`src/rtl/dirl_pkg.sv`:
```
// Shared types, constants and coefficient tables of the dual IR distance linearizer.
`default_nettype none

package dirl_pkg;

    // Input sample and grouping.
    localparam int SAMPLE_W           = 10;
    localparam int SAMPLES_PER_SENSOR = 16;
    localparam int AVG_SHIFT          = $clog2(SAMPLES_PER_SENSOR);
    localparam int SUM_W              = SAMPLE_W + AVG_SHIFT;
    localparam int CNT_W              = $clog2(2 * SAMPLES_PER_SENSOR);

    // Voltage conversion: mv = avg * 3300 / 1023.
    localparam int MV_W      = 12;
    localparam int DIV_W     = SAMPLE_W + MV_W;
    localparam int ADC_SHIFT = 10;
    localparam logic [MV_W-1:0]  MV_FULL  = 12'd3300;
    localparam logic [DIV_W-1:0] ADC_FULL = 22'd1023;

    // Segment selection and distance.
    localparam int SEG_W = 3;
    localparam int FIX_W = 26;
    localparam int FRAC_W = 16;
    localparam int K1_W  = 14;
    localparam int MM_W  = 10;
    localparam int DUTY_W = 7;
    localparam logic [MM_W-1:0] MAX_MM = 10'd600;

    // Duty = (600 - mm) / 5, done as (d * 205) >> 10, exact for d below 1024.
    localparam int DPROD_W    = MM_W + 8;
    localparam int DUTY_SHIFT = 10;
    localparam logic [DPROD_W-1:0] DUTY_RECIP = 18'd205;

    // Segment codes.
    localparam logic [SEG_W-1:0] SEG_A_HIGH = 3'd0;
    localparam logic [SEG_W-1:0] SEG_A_LOW  = 3'd1;
    localparam logic [SEG_W-1:0] SEG_B_HIGH = 3'd2;
    localparam logic [SEG_W-1:0] SEG_B_LOW  = 3'd3;
    localparam logic [SEG_W-1:0] SEG_NONE   = 3'd4;

    // Millivolt band edges.
    localparam logic [MV_W-1:0] BAND_A_TOP = 12'd3300;
    localparam logic [MV_W-1:0] BAND_A_MID = 12'd1900;
    localparam logic [MV_W-1:0] BAND_A_BOT = 12'd90;
    localparam logic [MV_W-1:0] BAND_B_TOP = 12'd3300;
    localparam logic [MV_W-1:0] BAND_B_MID = 12'd1010;
    localparam logic [MV_W-1:0] BAND_B_BOT = 12'd13;

    // Configuration registers.
    localparam int LIM_W = 10;
    localparam int IDX_W = 2;
    localparam logic [IDX_W-1:0] REG_LOW_LIMIT  = 2'd0;
    localparam logic [IDX_W-1:0] REG_HIGH_LIMIT = 2'd1;
    localparam logic [LIM_W-1:0] LOW_LIMIT_RST  = 10'd100;
    localparam logic [LIM_W-1:0] HIGH_LIMIT_RST = 10'd580;

    // Stream widths.
    localparam int IN_TDATA_W  = 16;
    localparam int OUT_TDATA_W = 48;

    typedef enum logic [3:0] {
        S_ACC,
        S_CVT_MUL,
        S_CVT_EST,
        S_CVT_FIX,
        S_SEG,
        S_MUL,
        S_DIST,
        S_CLAMP,
        S_OUT
    } t_state;

    typedef struct packed {
        logic acc;
        logic grp_end;
        logic cvt_mul;
        logic cvt_est;
        logic cvt_fix;
        logic cvt_to_b;
        logic seg_sel;
        logic k_mul;
        logic dist_upd;
        logic mm_clamp;
        logic out_load;
    } t_dp_cmd;

    typedef struct packed {
        logic out_free;
    } t_dp_status;

    // Q.16 intercept of each segment, in mm.
    function automatic logic [FIX_W-1:0] seg_k0(input logic [1:0] seg);
        logic [FIX_W-1:0] k;
        case (seg)
            2'd0:    k = 26'd14411366;
            2'd1:    k = 26'd19207290;
            2'd2:    k = 26'd34062991;
            2'd3:    k = 26'd38382469;
            default: k = '0;
        endcase
        return k;
    endfunction

    // Q.16 slope of each segment, in mm per mV.
    function automatic logic [K1_W-1:0] seg_k1(input logic [1:0] seg);
        logic [K1_W-1:0] k;
        case (seg)
            2'd0:    k = 14'd2427;
            2'd1:    k = 14'd6517;
            2'd2:    k = 14'd4300;
            2'd3:    k = 14'd8448;
            default: k = '0;
        endcase
        return k;
    endfunction

    // Bands are tested in priority order: A high, A low, B high, B low.
    function automatic logic [SEG_W-1:0] pick_segment(input logic [MV_W-1:0] a_mv,
                                                      input logic [MV_W-1:0] b_mv);
        logic [SEG_W-1:0] s;
        if (a_mv < BAND_A_TOP && a_mv >= BAND_A_MID) begin
            s = SEG_A_HIGH;
        end else if (a_mv < BAND_A_MID && a_mv >= BAND_A_BOT) begin
            s = SEG_A_LOW;
        end else if (b_mv <= BAND_B_TOP && b_mv >= BAND_B_MID) begin
            s = SEG_B_HIGH;
        end else if (b_mv < BAND_B_MID && b_mv >= BAND_B_BOT) begin
            s = SEG_B_LOW;
        end else begin
            s = SEG_NONE;
        end
        return s;
    endfunction

endpackage

`default_nettype wire

```
`src/rtl/dirl_ctrl.sv`:
```
// Sequencer of the linearizer: sample counting and the conversion step order.
`default_nettype none

module dirl_ctrl
    import dirl_pkg::*;
(
    input  wire logic       i_clk,
    input  wire logic       i_rst_n,
    input  wire logic       i_in_valid,
    output logic            o_in_ready,
    input  wire t_dp_status i_status,
    output t_dp_cmd         o_cmd
);

    t_state            r_state, n_state;
    logic [CNT_W-1:0]  r_count, n_count;
    logic              w_grp_last;

    assign w_grp_last = (r_count[AVG_SHIFT-1:0] == '1);

    always_ff @(posedge i_clk) begin
        if (!i_rst_n) begin
            r_state <= S_ACC;
            r_count <= '0;
        end else begin
            r_state <= n_state;
            r_count <= n_count;
        end
    end

    always_comb begin
        n_state    = r_state;
        n_count    = r_count;
        o_cmd      = '0;
        o_in_ready = 1'b0;
        case (r_state)
            S_ACC: begin
                o_in_ready = 1'b1;
                if (i_in_valid) begin
                    n_count = CNT_W'(r_count + 1'b1);
                    if (w_grp_last) begin
                        o_cmd.grp_end = 1'b1;
                        n_state       = S_CVT_MUL;
                    end else begin
                        o_cmd.acc = 1'b1;
                    end
                end
            end
            S_CVT_MUL: begin
                o_cmd.cvt_mul = 1'b1;
                n_state       = S_CVT_EST;
            end
            S_CVT_EST: begin
                o_cmd.cvt_est = 1'b1;
                n_state       = S_CVT_FIX;
            end
            S_CVT_FIX: begin
                // The count wraps to zero only after the sensor B group.
                o_cmd.cvt_fix  = 1'b1;
                o_cmd.cvt_to_b = (r_count == '0);
                n_state        = (r_count == '0) ? S_SEG : S_ACC;
            end
            S_SEG: begin
                o_cmd.seg_sel = 1'b1;
                n_state       = S_MUL;
            end
            S_MUL: begin
                o_cmd.k_mul = 1'b1;
                n_state     = S_DIST;
            end
            S_DIST: begin
                o_cmd.dist_upd = 1'b1;
                n_state        = S_CLAMP;
            end
            S_CLAMP: begin
                o_cmd.mm_clamp = 1'b1;
                n_state        = S_OUT;
            end
            S_OUT: begin
                if (i_status.out_free) begin
                    o_cmd.out_load = 1'b1;
                    n_state        = S_ACC;
                end
            end
            default: begin
                n_state = S_ACC;
            end
        endcase
    end

endmodule

`default_nettype wire

```
`src/rtl/dirl_dp.sv`:
```
// Datapath of the linearizer: accumulator, mV conversion, segment math and output register.
`default_nettype none

module dirl_dp
    import dirl_pkg::*;
(
    input  wire logic                   i_clk,
    input  wire logic                   i_rst_n,
    input  wire t_dp_cmd                i_cmd,
    output t_dp_status                  o_status,
    input  wire logic [SAMPLE_W-1:0]    i_sample,
    input  wire logic                   i_cfg_we,
    input  wire logic [IDX_W-1:0]       i_cfg_index,
    input  wire logic [LIM_W-1:0]       i_cfg_data,
    output logic                        o_out_valid,
    input  wire logic                   i_out_ready,
    output logic [MV_W-1:0]             o_a_mv,
    output logic [MV_W-1:0]             o_b_mv,
    output logic [SEG_W-1:0]            o_segment,
    output logic [MM_W-1:0]             o_distance_mm,
    output logic                        o_in_range,
    output logic [DUTY_W-1:0]           o_duty
);

    logic [LIM_W-1:0]    r_low_limit, r_high_limit;
    logic [SUM_W-1:0]    r_sum;
    logic [SAMPLE_W-1:0] r_avg;
    logic [DIV_W-1:0]    r_x;
    logic [MV_W-1:0]     r_q;
    logic [MV_W-1:0]     r_a_mv, r_b_mv, r_mv_sel;
    logic [SEG_W-1:0]    r_seg;
    logic [FIX_W-1:0]    r_k0, r_prod, r_held;
    logic [K1_W-1:0]     r_k1;
    logic [MM_W-1:0]     r_mm;
    logic                r_out_valid;

    logic [SUM_W-1:0]    w_sum_next;
    logic [DIV_W-1:0]    w_est, w_rem;
    logic [MV_W-1:0]     w_mv;
    logic [SEG_W-1:0]    w_seg;
    logic [MM_W-1:0]     w_mm_raw, w_span;
    logic [DPROD_W-1:0]  w_dprod;

    assign w_sum_next = r_sum + SUM_W'(i_sample);

    // Reciprocal estimate of x / 1023 is at most one low; one compare fixes it.
    assign w_est = (r_x + (r_x >> ADC_SHIFT)) >> ADC_SHIFT;
    assign w_rem = r_x - ((DIV_W'(r_q) << ADC_SHIFT) - DIV_W'(r_q));
    assign w_mv  = r_q + MV_W'(w_rem >= ADC_FULL);

    assign w_seg    = pick_segment(r_a_mv, r_b_mv);
    assign w_mm_raw = r_held[FIX_W-1:FRAC_W];
    assign w_span   = MAX_MM - r_mm;
    assign w_dprod  = DPROD_W'(w_span) * DUTY_RECIP;

    always_ff @(posedge i_clk) begin
        if (!i_rst_n) begin
            r_low_limit  <= LOW_LIMIT_RST;
            r_high_limit <= HIGH_LIMIT_RST;
        end else if (i_cfg_we) begin
            case (i_cfg_index)
                REG_LOW_LIMIT:  r_low_limit  <= i_cfg_data;
                REG_HIGH_LIMIT: r_high_limit <= i_cfg_data;
                default: ;
            endcase
        end
    end

    always_ff @(posedge i_clk) begin
        if (!i_rst_n) begin
            r_sum       <= '0;
            r_held      <= '0;
            r_out_valid <= 1'b0;
        end else begin
            if (i_cmd.acc) begin
                r_sum <= w_sum_next;
            end else if (i_cmd.grp_end) begin
                r_sum <= '0;
            end
            if (i_cmd.dist_upd && r_seg != SEG_NONE) begin
                r_held <= (r_k0 >= r_prod) ? (r_k0 - r_prod) : '0;
            end
            if (i_cmd.out_load) begin
                r_out_valid <= 1'b1;
            end else if (i_out_ready) begin
                r_out_valid <= 1'b0;
            end
        end
    end

    always_ff @(posedge i_clk) begin
        if (i_cmd.grp_end) begin
            r_avg <= w_sum_next[SUM_W-1:AVG_SHIFT];
        end
        if (i_cmd.cvt_mul) begin
            r_x <= DIV_W'(r_avg) * DIV_W'(MV_FULL);
        end
        if (i_cmd.cvt_est) begin
            r_q <= w_est[MV_W-1:0];
        end
        if (i_cmd.cvt_fix) begin
            if (i_cmd.cvt_to_b) begin
                r_b_mv <= w_mv;
            end else begin
                r_a_mv <= w_mv;
            end
        end
        if (i_cmd.seg_sel) begin
            r_seg    <= w_seg;
            r_k0     <= seg_k0(w_seg[1:0]);
            r_k1     <= seg_k1(w_seg[1:0]);
            r_mv_sel <= (w_seg == SEG_A_HIGH || w_seg == SEG_A_LOW) ? r_a_mv : r_b_mv;
        end
        if (i_cmd.k_mul) begin
            r_prod <= FIX_W'(r_k1) * FIX_W'(r_mv_sel);
        end
        if (i_cmd.mm_clamp) begin
            r_mm <= (w_mm_raw > MAX_MM) ? MAX_MM : w_mm_raw;
        end
        if (i_cmd.out_load) begin
            o_a_mv        <= r_a_mv;
            o_b_mv        <= r_b_mv;
            o_segment     <= r_seg;
            o_distance_mm <= r_mm;
            o_in_range    <= (r_mm >= r_low_limit) && (r_mm < r_high_limit);
            o_duty        <= DUTY_W'(w_dprod >> DUTY_SHIFT);
        end
    end

    assign o_out_valid       = r_out_valid;
    assign o_status.out_free = !r_out_valid || i_out_ready;

endmodule

`default_nettype wire

```
`src/rtl/dual_ir_distance_linearizer.sv`:
```
// Top level of the dual IR distance linearizer: ports, controller, datapath and checks.
`default_nettype none

// The block takes 10-bit ADC samples on the input stream, sixteen from sensor A
// followed by sixteen from sensor B, and after every thirty-second sample it sends
// one item on the output stream. Each group is averaged (sum divided by sixteen,
// truncated) and scaled to millivolts as avg * 3300 / 1023, truncated. The first
// matching band of the four (A from 1900 to below 3300 mV, A from 90 to below 1900,
// B from 1010 to 3300, B from 13 to below 1010) picks a straight-line segment, and the
// distance is (K0 - K1 * mv) >> 16 with Q.16 coefficients. When no band matches, the
// segment code is 4 and the last distance (zero after reset) is repeated. The
// distance is limited to 600 mm; in_range is set when it lies at or above the low
// limit and below the high limit, and duty is (600 - distance) / 5. Sample items are
// accepted back to back while the block accumulates. After the sixteenth sample the
// input pauses while the shared divide-by-1023 conversion runs (multiply, estimate,
// correction); after the thirty-second it pauses for the conversion, segment pick, the
// coefficient multiplier, the distance update, clamping and the output load.
// The pause grows if the previous result item has not yet been taken from the output
// register. The two limit registers are written through the configuration channel
// (index 0 low limit, index 1 high limit, other indexes ignored); write them only
// while no run is in progress.

module dual_ir_distance_linearizer
    import dirl_pkg::*;
(
    input  wire logic                   i_clk,
    input  wire logic                   i_rst_n,
    // Input stream.
    input  wire logic                   i_s_tvalid,
    output logic                        o_s_tready,
    input  wire logic [IN_TDATA_W-1:0]  i_s_tdata,   // [9:0] sample_raw, [15:10] zero
    // Output stream.
    output logic                        o_m_tvalid,
    input  wire logic                   i_m_tready,
    output logic [OUT_TDATA_W-1:0]      o_m_tdata,   // [11:0] sensor_a_mv,
                                                     // [23:12] sensor_b_mv,
                                                     // [26:24] segment,
                                                     // [36:27] distance_mm,
                                                     // [37] in_range, [44:38] duty,
                                                     // [47:45] zero
    // Configuration write channel.
    input  wire logic                   i_cfg_valid,
    output logic                        o_cfg_ready,
    input  wire logic [IDX_W-1:0]       i_cfg_index,
    input  wire logic [LIM_W-1:0]       i_cfg_data
);

    t_dp_cmd             w_cmd;
    t_dp_status          w_status;
    logic [MV_W-1:0]     w_a_mv, w_b_mv;
    logic [SEG_W-1:0]    w_segment;
    logic [MM_W-1:0]     w_distance_mm;
    logic                w_in_range;
    logic [DUTY_W-1:0]   w_duty;

    // Register writes never stall.
    assign o_cfg_ready = 1'b1;

    dirl_ctrl u_ctrl (
        .i_clk      (i_clk),
        .i_rst_n    (i_rst_n),
        .i_in_valid (i_s_tvalid),
        .o_in_ready (o_s_tready),
        .i_status   (w_status),
        .o_cmd      (w_cmd)
    );

    dirl_dp u_dp (
        .i_clk         (i_clk),
        .i_rst_n       (i_rst_n),
        .i_cmd         (w_cmd),
        .o_status      (w_status),
        .i_sample      (i_s_tdata[SAMPLE_W-1:0]),
        .i_cfg_we      (i_cfg_valid),
        .i_cfg_index   (i_cfg_index),
        .i_cfg_data    (i_cfg_data),
        .o_out_valid   (o_m_tvalid),
        .i_out_ready   (i_m_tready),
        .o_a_mv        (w_a_mv),
        .o_b_mv        (w_b_mv),
        .o_segment     (w_segment),
        .o_distance_mm (w_distance_mm),
        .o_in_range    (w_in_range),
        .o_duty        (w_duty)
    );

    // The fields are packed from the lowest bit up; the top bits are padding.
    assign o_m_tdata = {3'b000, w_duty, w_in_range, w_distance_mm, w_segment,
                        w_b_mv, w_a_mv};

    // A result loaded by the sequencer shows up as a valid output item.
    a_load_shows: assert property (@(posedge i_clk) disable iff (!i_rst_n)
        w_cmd.out_load |=> o_m_tvalid)
        else $error("loaded result did not appear on the output");

    // The last sample of a group always starts a conversion, which pauses the input.
    a_group_pause: assert property (@(posedge i_clk) disable iff (!i_rst_n)
        w_cmd.grp_end |=> !o_s_tready)
        else $error("input not paused during conversion");

    // Duty agrees with the distance: 5 * duty <= 600 - mm < 5 * duty + 5.
    a_duty_match: assert property (@(posedge i_clk) disable iff (!i_rst_n)
        o_m_tvalid |->
            ((11'(w_distance_mm) + 11'(w_duty) * 11'd5) <= 11'd600) &&
            ((11'(w_distance_mm) + 11'(w_duty) * 11'd5 + 11'd5) > 11'd600))
        else $error("duty does not match distance");

    // A distance above 600 mm or a segment code above 4 never leaves the block.
    a_dist_limit: assert property (@(posedge i_clk) disable iff (!i_rst_n)
        o_m_tvalid |-> (w_distance_mm <= MAX_MM) && (w_segment <= SEG_NONE))
        else $error("distance or segment out of bounds");

endmodule

`default_nettype wire
```
`config.mk`:
```
export PLATFORM = sky130hd
export DESIGN_NAME = dual_ir_distance_linearizer
export DESIGN_NICKNAME = d
export VERILOG_FILES = /design/src/rtl/dirl_pkg.sv /design/src/rtl/dirl_ctrl.sv /design/src/rtl/dirl_dp.sv /design/src/rtl/dual_ir_distance_linearizer.sv
export SDC_FILE = /design/constraint.sdc
export NUM_CORES = 1
export LEC_CHECK = 0
export BUFFER_PORTS_ARGS = -buffer_cell sky130_fd_sc_hd__buf_2
export CORE_UTILIZATION = 55
export CTS_CLUSTER_SIZE = 40
export DETAILED_ROUTE_END_ITERATION = 10
export PLACE_DENSITY = 0.72
export SLEW_MARGIN = 20
export SYNTH_ARGS = -nofsm -noshare
export SYNTH_HDL_FRONTEND = slang
export SYNTH_HIERARCHICAL = 1
export SYNTH_SLANG_ARGS = --single-unit
```
`constraint.sdc`:
```
create_clock -name i_clk -period 10.85 [get_ports i_clk]
set_input_delay 1.085 -clock i_clk [delete_from_list [all_inputs] [get_ports i_clk]]
set_output_delay 1.085 -clock i_clk [all_outputs]
set_load 0.05 [all_outputs]
```
* Word-level counts from Yosys, hierarchy flattened
Index checks and enable logic that the tools add are counted.
Word-level totals: flip-flop bits (word level) 272, output and inout port bits 51, word-level logic and storage cells 120
Cells by class: $add $sub $neg 8, $mul 3, magnitude comparators 13, equality and inequality tests 18, multiplexer cells 31, bitwise gates (word level) 1, reductions and logical operators 22
Operators with widths (count):
- $pmux W26 S4 | 1
- $pmux W14 S4 | 1
- $pmux W4 S9 | 1
- $mux W14 | 2
- $ge A26 B26 Y1 | 1
- $mul A14 B12 Y26 | 1
- $mux W26 | 1
- $sub A26 B26 Y26 | 1
- $add A22 B12 Y22 | 1
- $ge A22 B10 Y1 const B | 1
- $sub A22 B12 Y22 | 1
- $sub A22 B22 Y22 | 1
- $mul A10 B10 Y20 const B | 1
- $mul A10 B8 Y17 const B | 1
- $eq A4 B3 Y1 const B | 4
- $mux W3 | 5
- $add A14 B10 Y14 | 1
- $mux W1 | 13
- $add A12 B1 Y12 | 1
- $ge A12 B10 Y1 const B | 1
- $ge A12 B11 Y1 const B | 1
- $ge A12 B4 Y1 const B | 1
- $ge A12 B7 Y1 const B | 1
- $le A12 B12 Y1 const B | 1
- other kinds (31) | 52

* Longest topological paths before layout
Gate-level depths: netlist of the first run.
depth after elaboration 9, mapped depth 23

* Cells and area by module
The synthesis of the first run kept the hierarchy.
By module, submodules not included:
- dirl_dp | times used 1, cells each 1889, area an instance 19281.0 um2, seq. area each 6125.9 um2
- dirl_ctrl | times used 1, cells each 65, area an instance 525.5 um2, seq. area each 180.2 um2
- dual_ir_distance_linearizer | times used 1, cells each 7, area an instance 45.0 um2, seq. area each 0.0 um2

* Least setup slack after synthesis of the first run
Ideal clock, no wire load.
kind input-to-reg, start point in i_m_tready, end point reg u_dp.o_a_mv[0], enable pin, setup time 0.562 ns, arrival time 5.602 ns, required time 10.288 ns, setup slack 4.685 ns, stages on the path 3, cell sequence nand2b_1 -> nand2_1 -> nor4_1
RTL lines:
- start: declaration | line dual_ir_distance_linearizer.sv:34 | input wire logic i_m_tready,
- end signal: assignment | line dirl_dp.sv:121 | o_a_mv <= r_a_mv;
- end: declaration | line dirl_dp.sv:17 | output logic [MV_W-1:0] o_a_mv,

==> flow_summary.html, run 1 <==
<table>
<tr><th>Metric</th><th>Value</th></tr>
<tr><th colspan="2">Pwr</th></tr>
<tr><td>Part of the power in combinational logic</td><td>0.138</td></tr>
<tr><td>Switching share of power</td><td>0.2710</td></tr>
<tr><td>Leak pwr</td><td>~10 nW</td></tr>
<tr><td>Clock share of power</td><td>0.391</td></tr>
<tr><td>NetSw</td><td>0.5705 mW</td></tr>
<tr><td>Largest voltage drop on the vdd net</td><td>around 0.19 mV</td></tr>
<tr><td>Ratio of total power to cell area</td><td>~98 nW/um^2</td></tr>
<tr><td>Internal</td><td>approximately 1.5 mW</td></tr>
<tr><td>Part of the power in registers</td><td>0.471</td></tr>
<tr><th colspan="2">Synth</th></tr>
<tr><td>Main combinational cell family by area after synthesis</td><td>adder cells</td></tr>
<tr><td>Mean instance size in the synthesized netlist</td><td>just over 10 um^2</td></tr>
<tr><td>Synth Area in Simple Gates</td><td>0.1165</td></tr>
<tr><td>Share of synthesized cell area in full adder, half adder and majority cells</td><td>0.3294</td></tr>
<tr><td>Cell area after synthesis</td><td>around 20000 um^2</td></tr>
<tr><td>Distinct cell type count of the synthesized netlist</td><td>73</td></tr>
<tr><td>Share of synthesized flip-flops with an asynchronous set or reset</td><td>0</td></tr>
<tr><td>Post-synthesis mux area share</td><td>0.008320</td></tr>
<tr><td>Post-synth EDFFs</td><td>around 170</td></tr>
<tr><td>#FFs+latches synth</td><td>about 230</td></tr>
<tr><td>Yosys synthesis warning count</td><td>6</td></tr>
<tr><td>Area fraction in compound gates after synthesis</td><td>0.1080</td></tr>
<tr><td>XOR/XNOR Fraction of Synth Area</td><td>0.04317</td></tr>
<tr><td>Syn Inst Count</td><td>approximately 2000</td></tr>
<tr><td>Top flip-flop cell by instance count after synthesis</td><td>edfxtp_1</td></tr>
<tr><td>Proportion of synthesized chip area in sequential cells</td><td>0.3177</td></tr>
<tr><th colspan="2">Setup path</th></tr>
<tr><td>Required time of the critical path</td><td>about 11 ns</td></tr>
<tr><td>Cells traversed along the worst timing path</td><td>and2_1, inv_1, fa_1, inv_1, fa_1, inv_1, fa_1, inv_1, fa_1, inv_1, fa_1, inv_1, ha_1, nor3_1, nor2_1, a31oi_1, o21ai_0, a41oi_1, a21oi_1, a211o_1, a21oi_1, xnor2_1</td></tr>
<tr><td>Slowest cell on the critical path</td><td>edfxtp_1</td></tr>
<tr><td>Path type of the worst setup path</td><td>register to register</td></tr>
<tr><td>Critical path's most frequent cell</td><td>inv_1</td></tr>
<tr><td>Critical path capture point type</td><td>register</td></tr>
<tr><td>Crit path max-delay family</td><td>adder cells</td></tr>
<tr><td>Worst path max stage delay</td><td>about 0.72 ns</td></tr>
<tr><td>Setup crit start kind</td><td>register</td></tr>
<tr><td>Arrival time at the worst endpoint</td><td>7.06 ns</td></tr>
<tr><td>Worst path buffer plus inverter count</td><td>6</td></tr>
<tr><td>Largest fanout on the critical path</td><td>15</td></tr>
<tr><th colspan="2">GRT</th></tr>
<tr><td>Maximum number of pins on one net before global-route repair</td><td>34</td></tr>
<tr><td>Wire length of the first global-routing pass</td><td>between 70000 and 80000 um</td></tr>
<tr><td>GRT Residual Overflow</td><td>0</td></tr>
<tr><td>GRT Overall Usage</td><td>0.2455</td></tr>
<tr><td>Via count of the first global-routing pass</td><td>around 14000</td></tr>
<tr><td>Number of antenna violations at the first check in global routing</td><td>1</td></tr>
<tr><th colspan="2">Final layout</th></tr>
<tr><td>Post-route insts no fill</td><td>2520</td></tr>
<tr><td>Antenna diode count</td><td>0</td></tr>
<tr><td>Final design instance area without fill</td><td>between 20000 and 25000 um^2</td></tr>
<tr><td>Net count of the finished layout</td><td>around 2500</td></tr>
<tr><td>Finished Core Util</td><td>0.6052</td></tr>
<tr><td>Share of cells above drive strength 1</td><td>0.07868</td></tr>
<tr><td>Synthesis-to-layout area growth</td><td>8.439%</td></tr>
<tr><th colspan="2">Min path</th></tr>
<tr><td>Path class of the lowest-slack min-delay path</td><td>register to register</td></tr>
<tr><th colspan="2">STA</th></tr>
<tr><td>Accumulated negative setup slack</td><td>0 ns</td></tr>
<tr><td>Maximum clock frequency</td><td>~150 MHz</td></tr>
<tr><td>Total of endpoints with negative setup slack in the final report</td><td>0</td></tr>
<tr><td>Final Hold Viols</td><td>0</td></tr>
<tr><td>Worst slew margin relative to its limit</td><td>0.3412</td></tr>
<tr><td>Share of the clock period used by the worst path after layout</td><td>0.6244</td></tr>
<tr><td>Slew @ Worst Pin</td><td>slightly below 1 ns</td></tr>
<tr><td>Count of final max-slew check failures</td><td>0</td></tr>
<tr><td>Worst setup skew after layout</td><td>0.01002 ns</td></tr>
<tr><td>Shortest period the worst path allows</td><td>around 6.8 ns</td></tr>
<tr><td>Setup repair after global routing missed its margin</td><td>false</td></tr>
<tr><th colspan="2">Clocking</th></tr>
<tr><td>Quantity of hold-fixing buffers added after cts</td><td>0</td></tr>
<tr><td>H-tree levels</td><td>1</td></tr>
<tr><td>Clock slew seen by the registers of the worst setup and hold paths</td><td>around 0.070 ns</td></tr>
<tr><td>Number of buffers inserted during clock tree synthesis</td><td>25</td></tr>
<tr><td>Max clock buf depth</td><td>3</td></tr>
<tr><td>Post-CTS Setup Repair Bufs</td><td>0</td></tr>
<tr><td>Total clock sinks</td><td>228</td></tr>
<tr><td>Resize count post-CTS</td><td>0</td></tr>
<tr><td>Clock insertion delay at the later pin of the skew report</td><td>about 0.54 ns</td></tr>
<tr><td>Clock Tree Root</td><td>clkbuf_16</td></tr>
<tr><td>TritonCTS clock tree</td><td>built</td></tr>
<tr><th colspan="2">Die</th></tr>
<tr><td>Height of the die</td><td>about 190 um</td></tr>
<tr><td>Top Ports</td><td>84</td></tr>
<tr><td>Die extent in x</td><td>around 190 um</td></tr>
<tr><td>Cell Rows</td><td>between 60 and 70</td></tr>
<tr><td>Area of the core</td><td>~36000 um^2</td></tr>
<tr><td>Die Area</td><td>between 30000 and 40000 um^2</td></tr>
<tr><td>Starting density of the core</td><td>0.5581</td></tr>
<tr><th colspan="2">Place</th></tr>
<tr><td>I/O Buffers</td><td>73</td></tr>
<tr><td>Placed insts</td><td>between 2000 and 2500</td></tr>
<tr><td>Placer's final routability congestion estimate</td><td>between 0.8 and 0.9</td></tr>
<tr><td>Placed instance area</td><td>around 21000 um^2</td></tr>
<tr><td>Final HPWL from detailed placement</td><td>roughly 35000 um</td></tr>
<tr><th colspan="2">Detailed routing</th></tr>
<tr><td>Via density</td><td>between 5 and 6</td></tr>
<tr><td>DR DRC count</td><td>0</td></tr>
<tr><td>Number of nets with antenna violations after routing</td><td>0</td></tr>
<tr><td>DR WL/cell</td><td>around 17 um</td></tr>
<tr><td>Vias post-DR</td><td>around 14000</td></tr>
<tr><td>DR pass1 iterations</td><td>5</td></tr>
<tr><td>Sum of routed wire length over all layers</td><td>roughly 44000 um</td></tr>
<tr><td>Initial detailed-routing violation count</td><td>around 960</td></tr>
<tr><th colspan="2">Outcome</th></tr>
<tr><td>Status</td><td>complete, no violations</td></tr>
<tr><th colspan="2">Job</th></tr>
<tr><td>Number of maximum-capacitance constraint violations</td><td>0</td></tr>
</table>
## sequential cells by signal, indices dropped and copies added, names as in the netlist, 12 cells and up
| register | flops |
|---|---|
| u_dp/o_b_mv | 12 |
| u_dp/r_a_mv | 12 |
| u_dp/r_q | 12 |
| u_dp/r_sum | 14 |
| u_dp/r_b_mv | 12 |
| u_dp/r_prod | 26 |
| u_dp/r_mv_sel | 12 |
| u_dp/r_x | 20 |
| u_dp/o_a_mv | 12 |
## power by group through the flow
stage | combinational (mW) | sequential (mW) | clock (mW)
2_1_floorplan | 0.182 | 1.05 | 0
3_3_place_gp | 0.279 | 1.01 | 0
3_5_place_dp | 0.287 | 1.01 | 0
4_1_cts | 0.288 | 0.992 | 0.846
5_1_grt | 0.319 | 0.995 | 0.876
6_report | 0.290 | 0.992 | 0.824
## final timing paths
path	from	end	slack [ns]	cells past startpoint
worst min register to register	u_dp/r_a_mv[0]	u_dp/o_a_mv[0]	0.45	0
worst max-delay path	u_dp/r_k0[10]	u_dp/r_prod[25]	4.08	22
worst min-delay path	u_dp/r_a_mv[0]	u_dp/o_a_mv[0]	0.45	0
worst max register to register	u_dp/r_k0[10]	u_dp/r_prod[25]	4.08	22
## layer usage
layer	vias up	wire length, um	GRT usage	share of wire
li1	6826	-	-	-
met4	2	758	0.05360	0.017
met5	-	13	0	0.00030
met3	57	2082	0.02997	0.048
met2	320	21000	0.4185	0.48
met1	6848	19850	0.3346	0.45
## layout make-up
type                    count  area, um^2
repair buffers             82       432.9
multi-input cells        1340       12060
inverters                 364        1366
flip-flops and latches    228        6306
fillers                  2972       14040
well taps                 461       576.8
clock inverters            13       113.9
clock buffers              32       671.9
## worst register-to-register path: stages (launching register included)
cell and delay [ns]:
edfxtp_1 0.72, and2_1 0.27, inv_1 0.14, fa_1 0.56
inv_1 0.05, fa_1 0.50, inv_1 0.05, fa_1 0.47
inv_1 0.07, fa_1 0.54, inv_1 0.05, fa_1 0.52
inv_1 0.04, ha_1 0.35, nor3_1 0.21, nor2_1 0.09
a31oi_1 0.46, o21ai_0 0.31, a41oi_1 0.39, a21oi_1 0.18
a211o_1 0.29, a21oi_1 0.18, xnor2_1 0.10
## layout by cell type (no fill, tap or decap), types with 54 or more instances in the layout
master and count:
ha_1 305, inv_1 361, nand2_1 126, buf_2 73, edfxtp_1 174, xnor2_1 70, and2_1 69, fa_1 136
a21oi_1 109, nor2_1 84, dfxtp_1 54
## through the flow
step	setup slack [ns]	total power, mW	hold WS [ns]
floorplan	4.685	1.228	0.4204
global placement	4.161	1.288	0.4318
detailed placement	4.113	1.297	0.4447
CTS	4.091	2.126	0.4587
global route	3.621	2.190	0.4681
finish	4.076	2.105	0.4509
## cells by family (layout without fill, tap and decap cells)
| family | Yosys count | after routing |
|---|---|---|
| DFF | 228 | 228 |
| buffers and inverters | 395 | 491 |
| other | 2 | 4 |
| adders and majority gates | 441 | 441 |
| AOI/OAI and AO/OA | 327 | 327 |
| muxes | 15 | 15 |
| and+or+nand+nor | 457 | 457 |
| xor gates and xnor gates | 96 | 96 |
## cell usage after synthesis (25+ instances only)
cell type / number / area (um^2)
xnor2_1: 70 / 613.1
nor2_1: 85 / 319.1
o21ai_0: 44 / 220.2
nand2_1: 126 / 473.0
fa_1: 136 / 2723
xor2_1: 25 / 219.0
edfxtp_1: 174 / 5225
inv_1: 361 / 1355
dfxtp_1: 54 / 1081
nor3_1: 27 / 135.1
ha_1: 305 / 3816
a21o_1: 39 / 292.8
and2_1: 69 / 431.7
a21oi_1: 109 / 545.5
nand3_1: 39 / 195.2
Power figures use the tool's default switching activity.
==> run 2, diff against run 1 <==
==> constraint.sdc (replaced) <==
create_clock -name i_clk -period 6.24 [get_ports i_clk]
set_input_delay 0.624 -clock i_clk [delete_from_list [all_inputs] [get_ports i_clk]]
set_output_delay 0.624 -clock i_clk [all_outputs]
set_load 0.05 [all_outputs]
==> run 2 against run 1 <==
Critical path depth fell by 4. Utilization rose by 0.68 points. Sequential cell count stayed put. Worst setup slack got worse by 3.9 ns. Via count grew 0.66%. Clock skew up 0.0045 ns. Register-to-register slack got worse by 3.9 ns.
==> flow_summary.html, run 2 (synthesized netlist as in run 1, its figures left out) <==
<table>
<tr><th>Metric</th><th>Value</th></tr>
<tr><th colspan="2">Clocking</th></tr>
<tr><td>Total clock sinks</td><td>228 (unchanged)</td></tr>
<tr><td>TritonCTS clock tree</td><td>built</td></tr>
<tr><td>Clock Tree Root</td><td>clkbuf_16</td></tr>
<tr><td>Number of buffers inserted during clock tree synthesis</td><td>26 (+4.0%)</td></tr>
<tr><td>Clock slew seen by the registers of the worst setup and hold paths</td><td>0.06 ns (about the same)</td></tr>
<tr><td>H-tree levels</td><td>1 (unchanged)</td></tr>
<tr><td>Clock insertion delay at the later pin of the skew report</td><td>0.54 ns (about the same)</td></tr>
<tr><td>Max clock buf depth</td><td>3 (unchanged)</td></tr>
<tr><th colspan="2">Die</th></tr>
<tr><td>Die Area</td><td>36860 um^2 (unchanged)</td></tr>
<tr><td>Top Ports</td><td>84 (unchanged)</td></tr>
<tr><td>Cell Rows</td><td>69 (unchanged)</td></tr>
<tr><td>Area of the core</td><td>35570 um^2 (unchanged)</td></tr>
<tr><td>Die extent in x</td><td>192.0 um (unchanged)</td></tr>
<tr><td>Starting density of the core</td><td>0.5581 (unchanged)</td></tr>
<tr><td>Height of the die</td><td>192.0 um (unchanged)</td></tr>
<tr><th colspan="2">STA</th></tr>
<tr><td>Total of endpoints with negative setup slack in the final report</td><td>0 (unchanged)</td></tr>
<tr><td>Worst setup skew after layout</td><td>0.01454 ns (+0.004517 ns)</td></tr>
<tr><td>Maximum clock frequency</td><td>164.7 MHz (+12%)</td></tr>
<tr><td>Worst slew margin relative to its limit</td><td>0.2814 (-0.05981)</td></tr>
<tr><td>Share of the clock period used by the worst path after layout</td><td>0.9732 (+0.3488)</td></tr>
<tr><td>Shortest period the worst path allows</td><td>6.073 ns (-0.7017 ns)</td></tr>
<tr><td>Final Hold Viols</td><td>0 (unchanged)</td></tr>
<tr><td>Worst hold margin</td><td>0.3408 ns (-0.1101 ns)</td></tr>
<tr><td>Count of final max-slew check failures</td><td>0 (unchanged)</td></tr>
<tr><td>Slew @ Worst Pin</td><td>1.074 ns (+0.08939 ns)</td></tr>
<tr><td>Accumulated negative setup slack</td><td>0 ns (unchanged)</td></tr>
<tr><th colspan="2">Final layout</th></tr>
<tr><td>Max reg flops</td><td>26 (unchanged)</td></tr>
<tr><td>Share of cells above drive strength 1</td><td>0.09309 (+0.01441)</td></tr>
<tr><td>Leading cell types in the layout, fill and taps excluded</td><td>360 x inv_1, 304 x ha_1, 174 x edfxtp_1</td></tr>
<tr><td>Synthesis-to-layout area growth</td><td>9.649%</td></tr>
<tr><td>Largest reg by FF count</td><td>u_dp/r_prod</td></tr>
<tr><td>Most frequent standard cell in the layout excluding fill and tap cells</td><td>inv_1</td></tr>
<tr><td>Final design instance area without fill</td><td>21770 um^2 (+1.1%)</td></tr>
<tr><td>Net count of the finished layout</td><td>2539 (+0.95%)</td></tr>
<tr><td>Post-route insts no fill</td><td>2546 (+1.0%)</td></tr>
<tr><td>Biggest regs</td><td>u_dp/r_prod x26, u_dp/r_x x20, u_dp/r_sum x14</td></tr>
<tr><th colspan="2">GRT</th></tr>
<tr><td>Via count of the first global-routing pass</td><td>14270 (+2.4%)</td></tr>
<tr><td>GRT Residual Overflow</td><td>0 (unchanged)</td></tr>
<tr><td>Number of antenna violations at the first check in global routing</td><td>1 (unchanged)</td></tr>
<tr><td>GRT Overall Usage</td><td>0.2516 (+0.006039)</td></tr>
<tr><td>Maximum number of pins on one net before global-route repair</td><td>41 (+21%)</td></tr>
<tr><td>Wire length of the first global-routing pass</td><td>72060 um (+2.1%)</td></tr>
<tr><th colspan="2">Pwr</th></tr>
<tr><td>Largest voltage drop on the vdd net</td><td>0.2306 mV (+20%)</td></tr>
<tr><td>Leak pwr</td><td>10.34 nW (+1.2%)</td></tr>
<tr><td>Ratio of total power to cell area</td><td>168.7 nW/um^2 (+72%)</td></tr>
<tr><td>Overall Power</td><td>3.672 mW (+74%)</td></tr>
<tr><th colspan="2">Setup path</th></tr>
<tr><td>Required time of the critical path</td><td>6.64 ns (-4.49 ns)</td></tr>
<tr><td>Setup crit start kind</td><td>register</td></tr>
<tr><td>Critical path capture point type</td><td>register</td></tr>
<tr><td>Largest fanout on the critical path</td><td>6 (-9)</td></tr>
<tr><td>Path type of the worst setup path</td><td>register to register</td></tr>
<tr><td>Arrival time at the worst endpoint</td><td>6.48 ns (-0.58 ns)</td></tr>
<tr><th colspan="2">Detailed routing</th></tr>
<tr><td>Initial detailed-routing violation count</td><td>830 (-14%)</td></tr>
<tr><td>Via density</td><td>5.556 (-0.37%)</td></tr>
<tr><td>DR DRC count</td><td>0 (unchanged)</td></tr>
<tr><td>Vias post-DR</td><td>14150 (+0.66%)</td></tr>
<tr><td>DR WL/cell</td><td>17.77 um (+2.5%)</td></tr>
<tr><td>Number of nets with antenna violations after routing</td><td>0 (unchanged)</td></tr>
<tr><td>DR pass1 iterations</td><td>7 (+2)</td></tr>
<tr><td>Sum of routed wire length over all layers</td><td>45250 um (+3.5%)</td></tr>
<tr><th colspan="2">Place</th></tr>
<tr><td>I/O Buffers</td><td>73 (unchanged)</td></tr>
<tr><td>Placer's final routability congestion estimate</td><td>0.8854 (-0.16%)</td></tr>
<tr><td>Placed insts</td><td>2491 (+0.65%)</td></tr>
<tr><td>Placed instance area</td><td>20860 um^2 (+0.58%)</td></tr>
<tr><td>Final HPWL from detailed placement</td><td>36440 um (+2.7%)</td></tr>
<tr><th colspan="2">Min path</th></tr>
<tr><td>Path class of the lowest-slack min-delay path</td><td>primary input to register</td></tr>
<tr><th colspan="2">Job</th></tr>
<tr><td>Number of maximum-capacitance constraint violations</td><td>0 (unchanged)</td></tr>
<tr><th colspan="2">Outcome</th></tr>
<tr><td>Status</td><td>complete, no violations</td></tr>
</table>
-- run 2: changes by cell type in the layout (fill, tap and decap cells not counted), moves of 2 or more --
cell       previous run  this run
and2_1               69        66
clkbuf_16            25        27
and2_2                0         2
a31oi_1              14        12
clkbuf_1              5         7
buf_4                 9        31
-- run 2: repair_timing --
action	CTS	global route
hold buffers	0	0
setup buffers	0	7
resized for setup	0	13
setup endpoints to repair	0	5
-- run 2: per-layer routing --
layer | track usage | part of all wire | vias to the layer above
met5 | 0 | 0.00024 | -
met4 | 0.06632 | 0.024 | 2
met3 | 0.02777 | 0.048 | 65
met2 | 0.4310 | 0.48 | 368
met1 | 0.3381 | 0.45 | 6828
li1 | - | - | 6883
-- run 2: worst paths after layout --
kind,cells after the start,end,slack [ns],start
worst max-delay path,18,u_dp/r_prod[24],0.17,u_dp/r_k0[10]
worst min-delay path,3,u_dp/r_high_limit[6],0.34,i_cfg_data[6]
worst max register to register,18,u_dp/r_prod[24],0.17,u_dp/r_k0[10]
worst min register to register,2,u_dp/r_low_limit[9],0.45,u_dp/r_low_limit[9]
-- run 2: worst max-delay path, cell delays in order, from the launching register on --
cell,delay [ns]
edfxtp_1,0.51
and2_2,0.28
fa_1,0.56
inv_1,0.05
fa_1,0.48
inv_1,0.06
fa_1,0.51
fa_1,0.54
inv_1,0.05
fa_1,0.53
inv_1,0.04
ha_1,0.25
or4_1,0.42
a31o_1,0.27
o31a_1,0.39
o211ai_2,0.28
a31oi_4,0.14
or4b_4,0.49
nand4_1,0.09
-- run 2: area by class of cell --
class                   instances  area, um^2
inverters                     364        1366
diodes                          1       2.502
clock inverters                12       78.83
flip-flops and latches        228        6306
fillers                      2867       13800
well taps                     461       576.8
repair buffers                105       609.3
multi-input cells            1340       12110
clock buffers                  35       715.7
-- run 2: metrics by stage --
step / setup slack [ns] / util
after CTS: 0.01017 / 0.6088
after floorplan: 0.3107 / -
after global routing: -0.03601 / 0.6119
after detailed placement: 0.01567 / 0.5864
after global placement: 0.07713 / 0.5864
final: 0.1675 / 0.6120
-- run 2: report_power, final --
part,switching [mW],leakage (nW),total (mW),internal [mW]
logic,0.336,7.95,0.507,0.171
clock network,0.631,0.377,1.44,0.808
registers,0.0369,2.01,1.73,1.69
==> run 3, diff against run 2 <==
--- a/config.mk
+++ b/config.mk
@@ -7,11 +7,14 @@
 export LEC_CHECK = 0
 export BUFFER_PORTS_ARGS = -buffer_cell sky130_fd_sc_hd__buf_2
 export CORE_UTILIZATION = 55
+export CTS_BUF_LIST = sky130_fd_sc_hd__clkbuf_4 sky130_fd_sc_hd__clkbuf_8 sky130_fd_sc_hd__clkbuf_16
 export CTS_CLUSTER_SIZE = 40
 export DETAILED_ROUTE_END_ITERATION = 10
 export PLACE_DENSITY = 0.72
+export SKIP_CTS_REPAIR_TIMING = 1
 export SLEW_MARGIN = 20
 export SYNTH_ARGS = -nofsm -noshare
 export SYNTH_HDL_FRONTEND = slang
 export SYNTH_HIERARCHICAL = 1
 export SYNTH_SLANG_ARGS = --single-unit
+export TNS_END_PERCENT = 5
==> run 3 against run 2 <==
Fmax hardly changed. Sequential power hardly changed. Register-to-register slack hardly changed. Wire length is 0.17% higher. Critical path type unchanged. Critical endpoint unchanged.
==> flow_summary.html, run 3 (synthesized netlist as in run 1, its figures left out) <==
<table>
<tr><th>Metric</th><th>Value</th></tr>
<tr><th colspan="2">Outcome</th></tr>
<tr><td>Status</td><td>complete, no violations</td></tr>
<tr><th colspan="2">Place</th></tr>
<tr><td>I/O Buffers</td><td>73 (unchanged)</td></tr>
<tr><td>Final HPWL from detailed placement</td><td>36440 um (unchanged)</td></tr>
<tr><td>Placed insts</td><td>2491 (unchanged)</td></tr>
<tr><td>Minimum setup slack after placement</td><td>0.01567 ns (unchanged)</td></tr>
<tr><td>Placer's final routability congestion estimate</td><td>0.8854 (unchanged)</td></tr>
<tr><th colspan="2">Die</th></tr>
<tr><td>Die Area</td><td>36860 um^2 (unchanged)</td></tr>
<tr><td>Starting density of the core</td><td>0.5581 (unchanged)</td></tr>
<tr><td>Cell Rows</td><td>69 (unchanged)</td></tr>
<tr><td>Area of the core</td><td>35570 um^2 (unchanged)</td></tr>
<tr><td>Top Ports</td><td>84 (unchanged)</td></tr>
<tr><td>Die extent in x</td><td>192.0 um (unchanged)</td></tr>
<tr><td>Height of the die</td><td>192.0 um (unchanged)</td></tr>
<tr><th colspan="2">Final layout</th></tr>
<tr><td>Leading cell types in the layout, fill and taps excluded</td><td>360 x inv_1, 304 x ha_1, 174 x edfxtp_1</td></tr>
<tr><td>Net count of the finished layout</td><td>2539 (unchanged)</td></tr>
<tr><td>Biggest regs</td><td>u_dp/r_prod x26, u_dp/r_x x20, u_dp/r_sum x14</td></tr>
<tr><td>Largest reg by FF count</td><td>u_dp/r_prod</td></tr>
<tr><td>Max reg flops</td><td>26 (unchanged)</td></tr>
<tr><td>Most frequent standard cell in the layout excluding fill and tap cells</td><td>inv_1</td></tr>
<tr><td>Synthesis-to-layout area growth</td><td>9.769%</td></tr>
<tr><td>Post-route insts no fill</td><td>2545 (-0.039%)</td></tr>
<tr><td>Antenna diode count</td><td>0 (-1)</td></tr>
<tr><td>Share of cells above drive strength 1</td><td>0.09645 (+0.003359)</td></tr>
<tr><th colspan="2">Setup path</th></tr>
<tr><td>Number of cells traversed by the worst register-to-register path</td><td>18 (unchanged)</td></tr>
<tr><td>Worst path max stage delay</td><td>0.56 ns (about the same)</td></tr>
<tr><td>Cells traversed along the worst timing path</td><td>and2_2, fa_1, inv_1, fa_1, inv_1, fa_1, fa_1, inv_1, fa_1, inv_1, ha_1, or4_1, a31o_1, o31a_1, o211ai_2, a31oi_4, or4b_4, nand4_1</td></tr>
<tr><td>Crit Reg-Reg Startpoint</td><td>u_dp/r_k0[10]</td></tr>
<tr><td>Largest fanout on the critical path</td><td>6 (unchanged)</td></tr>
<tr><td>Path type of the worst setup path</td><td>register to register</td></tr>
<tr><td>Setup slack, reg-to-reg</td><td>0.17 ns (about the same)</td></tr>
<tr><td>Slowest cell on the critical path</td><td>fa_1</td></tr>
<tr><td>End of the worst register-to-register path</td><td>u_dp/r_prod[24]</td></tr>
<tr><td>Critical path capture point type</td><td>register</td></tr>
<tr><td>Crit path max-delay family</td><td>adder cells</td></tr>
<tr><td>Arrival time at the worst endpoint</td><td>6.47 ns (about the same)</td></tr>
<tr><td>Critical path's most frequent cell</td><td>fa_1</td></tr>
<tr><td>Required time of the critical path</td><td>6.64 ns (about the same)</td></tr>
<tr><td>Worst path buffer plus inverter count</td><td>4 (unchanged)</td></tr>
<tr><td>Setup crit start kind</td><td>register</td></tr>
<tr><th colspan="2">Detailed routing</th></tr>
<tr><td>Initial detailed-routing violation count</td><td>837 (+0.84%)</td></tr>
<tr><td>DR DRC count</td><td>0 (unchanged)</td></tr>
<tr><td>Vias post-DR</td><td>14110 (-0.24%)</td></tr>
<tr><td>Via density</td><td>5.545 (-0.20%)</td></tr>
<tr><td>Number of nets with antenna violations after routing</td><td>0 (unchanged)</td></tr>
<tr><td>Sum of routed wire length over all layers</td><td>45320 um (+0.17%)</td></tr>
<tr><td>DR pass1 iterations</td><td>5 (-2)</td></tr>
<tr><td>DR WL/cell</td><td>17.81 um (+0.21%)</td></tr>
<tr><th colspan="2">Pwr</th></tr>
<tr><td>Ratio of total power to cell area</td><td>169.7 nW/um^2 (+0.61%)</td></tr>
<tr><td>Leak pwr</td><td>10.36 nW (+0.23%)</td></tr>
<tr><td>Largest voltage drop on the vdd net</td><td>0.2301 mV (-0.21%)</td></tr>
<tr><td>Overall Power</td><td>3.698 mW (+0.72%)</td></tr>
<tr><th colspan="2">STA</th></tr>
<tr><td>Total of endpoints with negative setup slack in the final report</td><td>0 (unchanged)</td></tr>
<tr><td>Shortest period the worst path allows</td><td>6.070 ns (-0.002039 ns)</td></tr>
<tr><td>Accumulated negative setup slack</td><td>0 ns (unchanged)</td></tr>
<tr><td>Worst slew margin relative to its limit</td><td>0.2822 (+0.0007400)</td></tr>
<tr><td>Maximum clock frequency</td><td>164.7 MHz (about the same)</td></tr>
<tr><td>Share of the clock period used by the worst path after layout</td><td>0.9728 (about the same)</td></tr>
<tr><td>Slew @ Worst Pin</td><td>1.073 ns (-0.001105 ns)</td></tr>
<tr><td>Final Hold Viols</td><td>0 (unchanged)</td></tr>
<tr><td>Worst setup skew after layout</td><td>0.01428 ns (-0.0002614 ns)</td></tr>
<tr><td>Count of final max-slew check failures</td><td>0 (unchanged)</td></tr>
<tr><td>Crit path setup slack, layout</td><td>0.1695 ns (+0.002039 ns)</td></tr>
<tr><th colspan="2">Min path</th></tr>
<tr><td>Launch instance of the worst min-delay path</td><td>i_cfg_data[6]</td></tr>
<tr><td>Worst hold path endpoint</td><td>u_dp/r_high_limit[6]</td></tr>
<tr><td>Number of cells on the worst hold path</td><td>3 (unchanged)</td></tr>
<tr><td>Path class of the lowest-slack min-delay path</td><td>primary input to register</td></tr>
<tr><th colspan="2">Clocking</th></tr>
<tr><td>Number of buffers inserted during clock tree synthesis</td><td>26 (unchanged)</td></tr>
<tr><td>Clock slew seen by the registers of the worst setup and hold paths</td><td>0.06 ns (about the same)</td></tr>
<tr><td>Clock insertion delay at the later pin of the skew report</td><td>0.54 ns (about the same)</td></tr>
<tr><td>Max clock buf depth</td><td>3 (unchanged)</td></tr>
<tr><td>Total clock sinks</td><td>228 (unchanged)</td></tr>
<tr><td>TritonCTS clock tree</td><td>built</td></tr>
<tr><td>Clock Tree Root</td><td>clkbuf_16</td></tr>
<tr><td>H-tree levels</td><td>1 (unchanged)</td></tr>
<tr><th colspan="2">GRT</th></tr>
<tr><td>Wire length of the first global-routing pass</td><td>72150 um (+0.12%)</td></tr>
<tr><td>Via count of the first global-routing pass</td><td>14290 (+0.19%)</td></tr>
<tr><td>Maximum number of pins on one net before global-route repair</td><td>41 (unchanged)</td></tr>
<tr><td>GRT Residual Overflow</td><td>0 (unchanged)</td></tr>
<tr><td>GRT Overall Usage</td><td>0.2521 (+0.0005476)</td></tr>
<tr><td>Number of antenna violations at the first check in global routing</td><td>1 (unchanged)</td></tr>
<tr><th colspan="2">Job</th></tr>
<tr><td>Number of maximum-capacitance constraint violations</td><td>0 (unchanged)</td></tr>
</table>
run 3: worst max-delay path by stage:
stage                           end  cells past startpoint           from
floorplan           u_dp/r_prod[24]                     21  u_dp/r_k0[10]
global placement    u_dp/r_prod[25]                     22  u_dp/r_k0[10]
detailed placement  u_dp/r_prod[25]                     22  u_dp/r_k0[10]
CTS                 u_dp/r_prod[25]                     22  u_dp/r_k0[10]
global route        u_dp/r_prod[24]                     18  u_dp/r_k0[10]
finish              u_dp/r_prod[24]                     18  u_dp/r_k0[10]
run 3: where the power goes:
group	total [mW]	switching, mW	internal (mW)
combinational	0.507	0.336	0.171
sequential	1.73	0.0367	1.69
clock	1.47	0.627	0.839
run 3: area by class of cell:
type	instances	area, um^2
fillers	2867	13780
multi-input cells	1340	12110
flip-flops and latches	228	6306
inverters	364	1366
repair buffers	105	609.3
well taps	461	576.8
clock inverters	12	78.83
clock buffers	35	742.0
run 3: metrics by stage:
step	hold WS (ns)	utilization	cell area, um^2
floorplan	0.4204	-	19860
CTS	0.3171	0.6095	21680
finish	0.3412	0.6126	21790
global route	0.3333	0.6126	21790
global placement	0.4432	0.5864	20860
detailed placement	0.4483	0.5864	20860
run 3: layer usage:
layer	wire length [um]	global-route usage	part of all wire
met5	13	0	0.00029
met4	1296	0.07299	0.029
met3	2036	0.02832	0.045
met2	21470	0.4292	0.47
met1	20510	0.3383	0.45
run 3: worst min-delay path, delay by kind of cell:
family,cells,cell delay (ns)
and+or+nand+nor,1,0.04
buffers and inverters,1,0.09
AOI/OAI and AO/OA,1,0.08
